[src/hw/rtl/lkvc_pkg.sv]
// Package with the shared types and constants of the LRU key-value cache.
package lkvc_pkg;

    localparam int ENTRIES_DEF = 16;
    localparam int DATA_W = 32;
    localparam int CAP_W = 5;
    localparam int CMP_W = 9;
    localparam logic [CAP_W-1:0] CAP_RESET = 5'd16;

    localparam logic OPC_GET = 1'b0;
    localparam logic OPC_SET = 1'b1;

    typedef enum logic [2:0] {
        ST_IDLE,
        ST_SCAN,
        ST_DECIDE,
        ST_RANK,
        ST_RESP
    } state_t;

    typedef struct packed {
        logic start;
        logic scan;
        logic decide;
        logic rank;
        logic out_load;
    } cmd_t;

    typedef struct packed {
        logic scan_done;
        logic rank_done;
        logic need_rank;
        logic is_get;
        logic out_free;
    } status_t;

endpackage

[src/hw/rtl/lkvc_ctrl.sv]
// Controller state machine that sequences the scan, update and response steps.
module lkvc_ctrl (
    input  logic             aclk,
    input  logic             aresetn,
    input  logic             s_tvalid,
    output logic             s_tready,
    input  lkvc_pkg::status_t status,
    output lkvc_pkg::cmd_t    cmd
);
    import lkvc_pkg::*;

    state_t state_reg, state_next;

    always_ff @(posedge aclk) begin
        if (!aresetn) begin
            state_reg <= ST_IDLE;
        end else begin
            state_reg <= state_next;
        end
    end

    always_comb begin
        state_next = state_reg;
        case (state_reg)
            ST_IDLE: begin
                if (s_tvalid) state_next = ST_SCAN;
            end
            ST_SCAN: begin
                if (status.scan_done) state_next = ST_DECIDE;
            end
            ST_DECIDE: begin
                if (status.need_rank) state_next = ST_RANK;
                else if (status.is_get) state_next = ST_RESP;
                else state_next = ST_IDLE;
            end
            ST_RANK: begin
                if (status.rank_done) state_next = status.is_get ? ST_RESP : ST_IDLE;
            end
            ST_RESP: begin
                if (status.out_free) state_next = ST_IDLE;
            end
            default: begin
                state_next = ST_IDLE;
            end
        endcase
    end

    always_comb begin
        cmd = '0;
        s_tready = 1'b0;
        case (state_reg)
            ST_IDLE: begin
                s_tready = 1'b1;
                cmd.start = s_tvalid;
            end
            ST_SCAN: begin
                cmd.scan = 1'b1;
            end
            ST_DECIDE: begin
                cmd.decide = 1'b1;
            end
            ST_RANK: begin
                cmd.rank = 1'b1;
            end
            ST_RESP: begin
                cmd.out_load = status.out_free;
            end
            default: begin
                cmd = '0;
            end
        endcase
    end

endmodule

[src/hw/rtl/lkvc_datapath.sv]
// Datapath with the entry memories, valid bits, scan logic, recency update and output register.
module lkvc_datapath #(
    parameter int ENTRIES = lkvc_pkg::ENTRIES_DEF
) (
    input  logic                          aclk,
    input  logic                          aresetn,
    input  lkvc_pkg::cmd_t                cmd,
    output lkvc_pkg::status_t             status,
    input  logic                          in_op,
    input  logic [lkvc_pkg::DATA_W-1:0]   in_key,
    input  logic [lkvc_pkg::DATA_W-1:0]   in_val,
    input  logic                          cfg_wr,
    input  logic [lkvc_pkg::CAP_W-1:0]    cfg_data,
    input  logic                          out_ready,
    output logic                          out_valid,
    output logic                          out_hit,
    output logic [lkvc_pkg::DATA_W-1:0]   out_value
);
    import lkvc_pkg::*;

    localparam int IW = (ENTRIES > 1) ? $clog2(ENTRIES) : 1;
    localparam int CW = $clog2(ENTRIES + 1);

    logic [DATA_W-1:0] key_mem [ENTRIES];
    logic [DATA_W-1:0] val_mem [ENTRIES];
    logic [IW-1:0]     rank_mem [ENTRIES];
    logic [DATA_W-1:0] key_rd_reg, val_rd_reg;
    logic [IW-1:0]     rank_rd_reg;

    logic [ENTRIES-1:0] valid_reg, valid_next;
    logic [CW-1:0]      count_reg, count_next;
    logic [CAP_W-1:0]   cap_reg;

    logic [IW:0]   cnt_reg, cnt_next;
    logic          rd_vld_reg, rd_vld_next;
    logic [IW-1:0] rd_idx_reg, rd_idx_next;

    logic              op_reg;
    logic [DATA_W-1:0] key_reg, val_reg;

    logic              hit_reg, hit_next;
    logic [IW-1:0]     match_reg, match_next;
    logic [IW-1:0]     match_rank_reg, match_rank_next;
    logic [DATA_W-1:0] match_val_reg, match_val_next;
    logic              vic_found_reg, vic_found_next;
    logic [IW-1:0]     vic_reg, vic_next;
    logic              free_found_reg, free_found_next;
    logic [IW-1:0]     free_reg, free_next;

    logic [IW-1:0] sel_reg, sel_next;
    logic [IW:0]   thr_reg, thr_next;

    logic              outv_reg;
    logic              outh_reg;
    logic [DATA_W-1:0] outd_reg;

    logic [CMP_W-1:0] eff_cap;
    logic             evict, ins_ok;
    logic [IW-1:0]    slot;
    logic             key_we, val_we, rank_we;
    logic [IW-1:0]    val_waddr;
    logic [IW-1:0]    rank_wdata;
    logic [IW-1:0]    raddr;
    logic             pass_end;

    assign raddr = cnt_reg[IW-1:0];
    assign pass_end = (cnt_reg == (IW+1)'(ENTRIES)) && !rd_vld_reg;

    always_comb begin
        if (cap_reg == '0) eff_cap = CMP_W'(1);
        else if (CMP_W'(cap_reg) > CMP_W'(ENTRIES)) eff_cap = CMP_W'(ENTRIES);
        else eff_cap = CMP_W'(cap_reg);
    end

    assign evict = (CMP_W'(count_reg) >= eff_cap) && vic_found_reg;
    assign ins_ok = evict || free_found_reg;
    always_comb begin
        if (evict) slot = (free_found_reg && free_reg < vic_reg) ? free_reg : vic_reg;
        else slot = free_reg;
    end

    assign key_we = cmd.decide && (op_reg == OPC_SET) && !hit_reg && ins_ok;
    assign val_we = cmd.decide && (op_reg == OPC_SET) && (hit_reg || ins_ok);
    assign val_waddr = hit_reg ? match_reg : slot;

    always_comb begin
        rank_we = 1'b0;
        rank_wdata = '0;
        if (cmd.rank && rd_vld_reg) begin
            if (rd_idx_reg == sel_reg) begin
                rank_we = 1'b1;
            end else if (valid_reg[rd_idx_reg] && ({1'b0, rank_rd_reg} < thr_reg)) begin
                rank_we = 1'b1;
                rank_wdata = rank_rd_reg + IW'(1);
            end
        end
    end

    always_ff @(posedge aclk) begin
        if (key_we) key_mem[slot] <= key_reg;
        if (val_we) val_mem[val_waddr] <= val_reg;
        if (rank_we) rank_mem[rd_idx_reg] <= rank_wdata;
        key_rd_reg <= key_mem[raddr];
        val_rd_reg <= val_mem[raddr];
        rank_rd_reg <= rank_mem[raddr];
    end

    always_comb begin
        cnt_next = cnt_reg;
        rd_vld_next = 1'b0;
        rd_idx_next = rd_idx_reg;
        if (cmd.start || cmd.decide) begin
            cnt_next = '0;
        end else if ((cmd.scan || cmd.rank) && cnt_reg < (IW+1)'(ENTRIES)) begin
            cnt_next = cnt_reg + (IW+1)'(1);
            rd_vld_next = 1'b1;
            rd_idx_next = raddr;
        end
    end

    always_comb begin
        hit_next = hit_reg;
        match_next = match_reg;
        match_rank_next = match_rank_reg;
        match_val_next = match_val_reg;
        vic_found_next = vic_found_reg;
        vic_next = vic_reg;
        free_found_next = free_found_reg;
        free_next = free_reg;
        if (cmd.start) begin
            hit_next = 1'b0;
            vic_found_next = 1'b0;
            free_found_next = 1'b0;
        end else if (cmd.scan && rd_vld_reg) begin
            if (valid_reg[rd_idx_reg]) begin
                if (!hit_reg && key_rd_reg == key_reg) begin
                    hit_next = 1'b1;
                    match_next = rd_idx_reg;
                    match_rank_next = rank_rd_reg;
                    match_val_next = val_rd_reg;
                end
                if (CW'(rank_rd_reg) == count_reg - CW'(1)) begin
                    vic_found_next = 1'b1;
                    vic_next = rd_idx_reg;
                end
            end else if (!free_found_reg) begin
                free_found_next = 1'b1;
                free_next = rd_idx_reg;
            end
        end
    end

    always_comb begin
        valid_next = valid_reg;
        count_next = count_reg;
        sel_next = sel_reg;
        thr_next = thr_reg;
        if (cmd.decide) begin
            if ((op_reg == OPC_SET) && !hit_reg) begin
                if (ins_ok) begin
                    if (evict) valid_next[vic_reg] = 1'b0;
                    valid_next[slot] = 1'b1;
                    count_next = count_reg - CW'(evict) + CW'(1);
                end
                sel_next = slot;
                thr_next = (IW+1)'(ENTRIES);
            end else begin
                sel_next = match_reg;
                thr_next = {1'b0, match_rank_reg};
            end
        end
    end

    always_ff @(posedge aclk) begin
        if (!aresetn) begin
            valid_reg <= '0;
            count_reg <= '0;
            cap_reg <= CAP_RESET;
            cnt_reg <= '0;
            rd_vld_reg <= 1'b0;
            outv_reg <= 1'b0;
            hit_reg <= 1'b0;
            vic_found_reg <= 1'b0;
            free_found_reg <= 1'b0;
        end else begin
            valid_reg <= valid_next;
            count_reg <= count_next;
            if (cfg_wr) cap_reg <= cfg_data;
            cnt_reg <= cnt_next;
            rd_vld_reg <= rd_vld_next;
            hit_reg <= hit_next;
            vic_found_reg <= vic_found_next;
            free_found_reg <= free_found_next;
            if (cmd.out_load) outv_reg <= 1'b1;
            else if (out_ready) outv_reg <= 1'b0;
        end
    end

    always_ff @(posedge aclk) begin
        rd_idx_reg <= rd_idx_next;
        match_reg <= match_next;
        match_rank_reg <= match_rank_next;
        match_val_reg <= match_val_next;
        vic_reg <= vic_next;
        free_reg <= free_next;
        sel_reg <= sel_next;
        thr_reg <= thr_next;
        if (cmd.start) begin
            op_reg <= in_op;
            key_reg <= in_key;
            val_reg <= in_val;
        end
        if (cmd.out_load) begin
            outh_reg <= hit_reg;
            outd_reg <= hit_reg ? match_val_reg : '1;
        end
    end

    assign status.scan_done = pass_end;
    assign status.rank_done = pass_end;
    assign status.need_rank = hit_reg || ((op_reg == OPC_SET) && ins_ok);
    assign status.is_get = (op_reg == OPC_GET);
    assign status.out_free = !outv_reg || out_ready;

    assign out_valid = outv_reg;
    assign out_hit = outh_reg;
    assign out_value = outd_reg;

endmodule

[src/hw/rtl/lru_key_value_cache_unit.sv]
// Top level of the LRU key-value cache: a scan over the entries, then, for a hit or an
// insert, a recency update pass. A new item is accepted only once the previous one is
// finished; a result held by m_tready stalls the next get.
// Reset (synchronous, aresetn low) empties the cache, sets capacity to 16 and drops any result.
module lru_key_value_cache_unit #(
    parameter int ENTRIES = lkvc_pkg::ENTRIES_DEF
) (
    input  logic        aclk,
    input  logic        aresetn,
    input  logic        s_tvalid,
    output logic        s_tready,
    input  logic [63:0] s_tdata,   // lookup_key [31:0], store_value [63:32]
    input  logic [0:0]  s_tuser,   // opcode [0]
    output logic        m_tvalid,
    input  logic        m_tready,
    output logic [31:0] m_tdata,   // read_value [31:0]
    output logic [0:0]  m_tuser,   // hit [0]
    input  logic        cfg_valid,
    output logic        cfg_ready,
    input  logic [4:0]  cfg_data
);
    import lkvc_pkg::*;

    cmd_t    cmd;
    status_t status;

    assign cfg_ready = 1'b1;

    lkvc_ctrl u_ctrl (
        .aclk     (aclk),
        .aresetn  (aresetn),
        .s_tvalid (s_tvalid),
        .s_tready (s_tready),
        .status   (status),
        .cmd      (cmd)
    );

    lkvc_datapath #(.ENTRIES(ENTRIES)) u_dp (
        .aclk      (aclk),
        .aresetn   (aresetn),
        .cmd       (cmd),
        .status    (status),
        .in_op     (s_tuser[0]),
        .in_key    (s_tdata[31:0]),
        .in_val    (s_tdata[63:32]),
        .cfg_wr    (cfg_valid),
        .cfg_data  (cfg_data),
        .out_ready (m_tready),
        .out_valid (m_tvalid),
        .out_hit   (m_tuser[0]),
        .out_value (m_tdata)
    );

endmodule

[config.mk]
export PLATFORM = sky130hd
export DESIGN_NAME = lru_key_value_cache_unit
export DESIGN_NICKNAME = d
export VERILOG_FILES = /design/src/hw/rtl/lkvc_pkg.sv /design/src/hw/rtl/lkvc_ctrl.sv /design/src/hw/rtl/lkvc_datapath.sv /design/src/hw/rtl/lru_key_value_cache_unit.sv
export SDC_FILE = /design/constraint.sdc
export NUM_CORES = 1
export LEC_CHECK = 0
export BUFFER_PORTS_ARGS = -buffer_cell sky130_fd_sc_hd__buf_4
export CAP_MARGIN = 20
export CELL_PAD_IN_SITES_DETAIL_PLACEMENT = 0
export CELL_PAD_IN_SITES_GLOBAL_PLACEMENT = 2
export CORE_AREA = 2 2 323 325
export CTS_CLUSTER_DIAMETER = 150
export DETAILED_ROUTE_END_ITERATION = 8
export DIE_AREA = 0 0 325 327
export PLACE_DENSITY_LB_ADDON = 0.08
export SETUP_SLACK_MARGIN = 0.1
export SLEW_MARGIN = 20
export SYNTH_ARGS = -nofsm -noshare
export SYNTH_HDL_FRONTEND = slang
export SYNTH_HIERARCHICAL = 1
export SYNTH_SLANG_ARGS = --single-unit
[constraint.sdc]
create_clock -name aclk -period 6.9 [get_ports aclk]
set_input_delay 0.69 -clock aclk [delete_from_list [all_inputs] [get_ports aclk]]
set_output_delay 0.69 -clock aclk [all_outputs]
set_load 0.03 [all_outputs]
==> metrics.txt <==
Tmin final=4.19 ns; Sequential Power Share=0.533; worst-case clock skew=0.0223 ns; I/O pin total=111; crit end category=flop; CP arrival=~4.6 ns; Cell Area, Synth=50900 um^2; Mapped Nets=roughly 2400; Post-CTS Setup Inserts=0; Clock Tree Buf Depth=3; top sig layer=met4; largest family of logic cells by synthesized area=multiplexers; post_cts resized=0; wire length on met2=roughly 50 mm; DRT iter0 DRCs=2073; grt ovf=0; commonest cells in the netlist=edfxtp_1 (1247), mux4_2 (345), dfxtp_1 (107); Simple-Gate Fraction of Synth Area=0.0258; Pleak=17.9 nW; Setup TNS=0 ns; hold slack=0.119 ns; DP HPWL=59.0 mm; Slew @ Worst Pin=between 1 and 1.5 ns; Comb pwr share=0.023; Tcrit/Tclk final=0.608; TritonCTS clock tree=yes; post-synth cell types=58; outcome=finished, final reports clean; CTS buffer count=143; Via density=5.83; worst min-delay path class=input pin to flop; Worst slew margin=0.268; post-synthesis mux area share=0.153; met3 WL=approximately 5 mm; YS warnings=6; CTS root buf=clkbuf_16; largest net degree at the start of global routing=149; CP Data Required Time=7.26 ns; drt wl/cell=around 27 um; Starting Density=0.495; vias in the first global route=approximately 25000; Remaining DRCs=0; Fin. Hold Viols=0; final setup vio count=0; clock group share of total power=0.443; Die ar.=106000 um^2; synth top area cells=edfxtp_1 (74%), mux4_2 (15%), dfxtp_1 (4.2%), xor2_1 (0.60%), ha_1 (0.52%); Internal=13.7 mW; initial antenna violation count=3; vias=23300; max-cap check violation count=0; global-route wire length before repair=between 150 and 200 mm; RSZ-0062 raised after global routing=no; count leader, synth=edfxtp_1; area of the multi-input gates=10800 um^2; post-synth top area share=0.735; P&R area growth vs syn=14.2%; Peak VDD IR=0.198 mV; crit path kind=flop to flop; Mapped Cells=around 2300; sw frac=0.199; largest registers=u_dp/key_mem x512, u_dp/val_mem x512, u_dp/rank_mem x64; Overall Global Routing Usage=0.209; fin nets=2592; Synth Area in Compound Gates=0.0168; gpl congestion=0.799; share of cells above drive strength 1=0.289; Post-Synth XOR/XNOR Area=0.00843; number of port buffers=between 100 and 150; Fillers=between 7000 and 8000; Post-synth EDFFs=~1200; fmax=about 240 MHz; count of final max-slew check failures=0; met1 WL=50.5 mm; Die Width=around 330 um; ANT nets after route=0; H-tree levels=4; Post-Syn Area per Cell=22.0 um^2; FF+latch count, synth=1354; die height=between 300 and 400 um; crit-path max FO=33; main flop type after synthesis=edfxtp_1; clk sinks=about 1400; clk slew on worst S/H paths=0.06 ns; Worst Setup Start Kind=flop; sequential area share after synthesis=0.777; ys async rst share=0; Synth area leader=edfxtp_1; CORE AREA=103000 um^2; final WL=109 mm; post-synthesis adder-cell area fraction=0.00516; Sw Pwr=~3.4 mW; Worst-Skew Late Latency=~0.75 ns; num rows=roughly 120; register area=approximately 40000 um^2; CTS hold repair buffers=0; drt first pass iters=5; PD cells=295 nW/um^2
power by group through the flow:
stage                     combinational [mW]  sequential [mW]  clock, mW
final                                  0.402             9.14       7.60
after global routing                   0.434             9.15       8.09
after CTS                              0.413             9.14       7.79
after detailed placement               0.412             9.31          0
after global placement                 0.409             9.30          0
after floorplan                        0.293             9.25          0
through the flow:
| step | area [um^2] | power, mW | worst slack, ns | std cells | util |
|---|---|---|---|---|---|
| CTS | 58100 | 17.3 | 2.76 | 3992 | 0.565 |
| detailed placement | 53400 | 9.72 | 2.79 | 3730 | 0.519 |
| global route | 58100 | 17.7 | 2.47 | 3993 | 0.565 |
| finish | 58200 | 17.1 | 2.71 | 3994 | 0.565 |
| global placement | 53400 | 9.71 | 2.32 | 3730 | 0.519 |
| floorplan | 50900 | 9.54 | 1.25 | 2316 | - |
worst max-delay path, stage by stage, from the launching register on:
cell	delay (ns)
dfxtp_1	0.36
nor3_1	0.07
nor2_1	0.09
nor2_1	0.06
ha_1	0.27
nor2b_1	0.04
o21ai_1	0.13
a41o_2	0.64
inv_2	0.39
o41ai_2	0.46
o21ai_1	0.34
nor4_2	0.34
buf_4	0.58
cell type report:
class,count,area share
Clock inverter,76,0.0140
Tap cell,1380,0.0297
Antenna cell,1,0.0000430
Multi-Input combinational cell,806,0.186
Inverter,43,0.00278
Sequential cell,1354,0.681
Timing Repair Buffer,148,0.0200
Clock buffer,186,0.0668
cell usage in the layout (no fill, tap or decap), drive strengths merged, types with 15 or more instances in the layout:
master / instances
buf: 148
clkinv: 55
dfxtp: 107
nand2b: 40
nand2: 57
xor2: 35
nor4: 24
nor3: 24
clkbuf: 186
nor2: 30
o21ai: 46
a21boi: 20
inv: 48
nand3: 25
ha: 21
nor2b: 15
a21oi: 37
edfxtp: 1247
mux4: 345
kinds of logic after synthesis:
group	count (synthesis)
compound gates	138
fa+ha+maj	21
other cells	1
buf+inv	156
flops	1354
xor+xnor	49
mux	349
simple gates	248
metal layers:
metal / vias to the layer above / GRT usage
met3: 132 / 0.0324
met4: 0 / 0.0527
met2: 579 / 0.322
met1: 12600 / 0.315
li1: 9955 / -
met5: - / 0
worst paths after layout:
path         depth (start not counted)                      to                 from  slack, ns
min reg2reg                          0  u_dp/match_val_reg[19]  u_dp/val_rd_reg[19]       0.40
min                                  1         u_dp/key_reg[0]           s_tdata[0]       0.12
max                                 12    u_dp/val_mem[10][13]      u_dp/cap_reg[1]       2.71
max reg2reg                         12    u_dp/val_mem[10][13]      u_dp/cap_reg[1]       2.71
No activity file was read; power rests on OpenSTA's default activity.
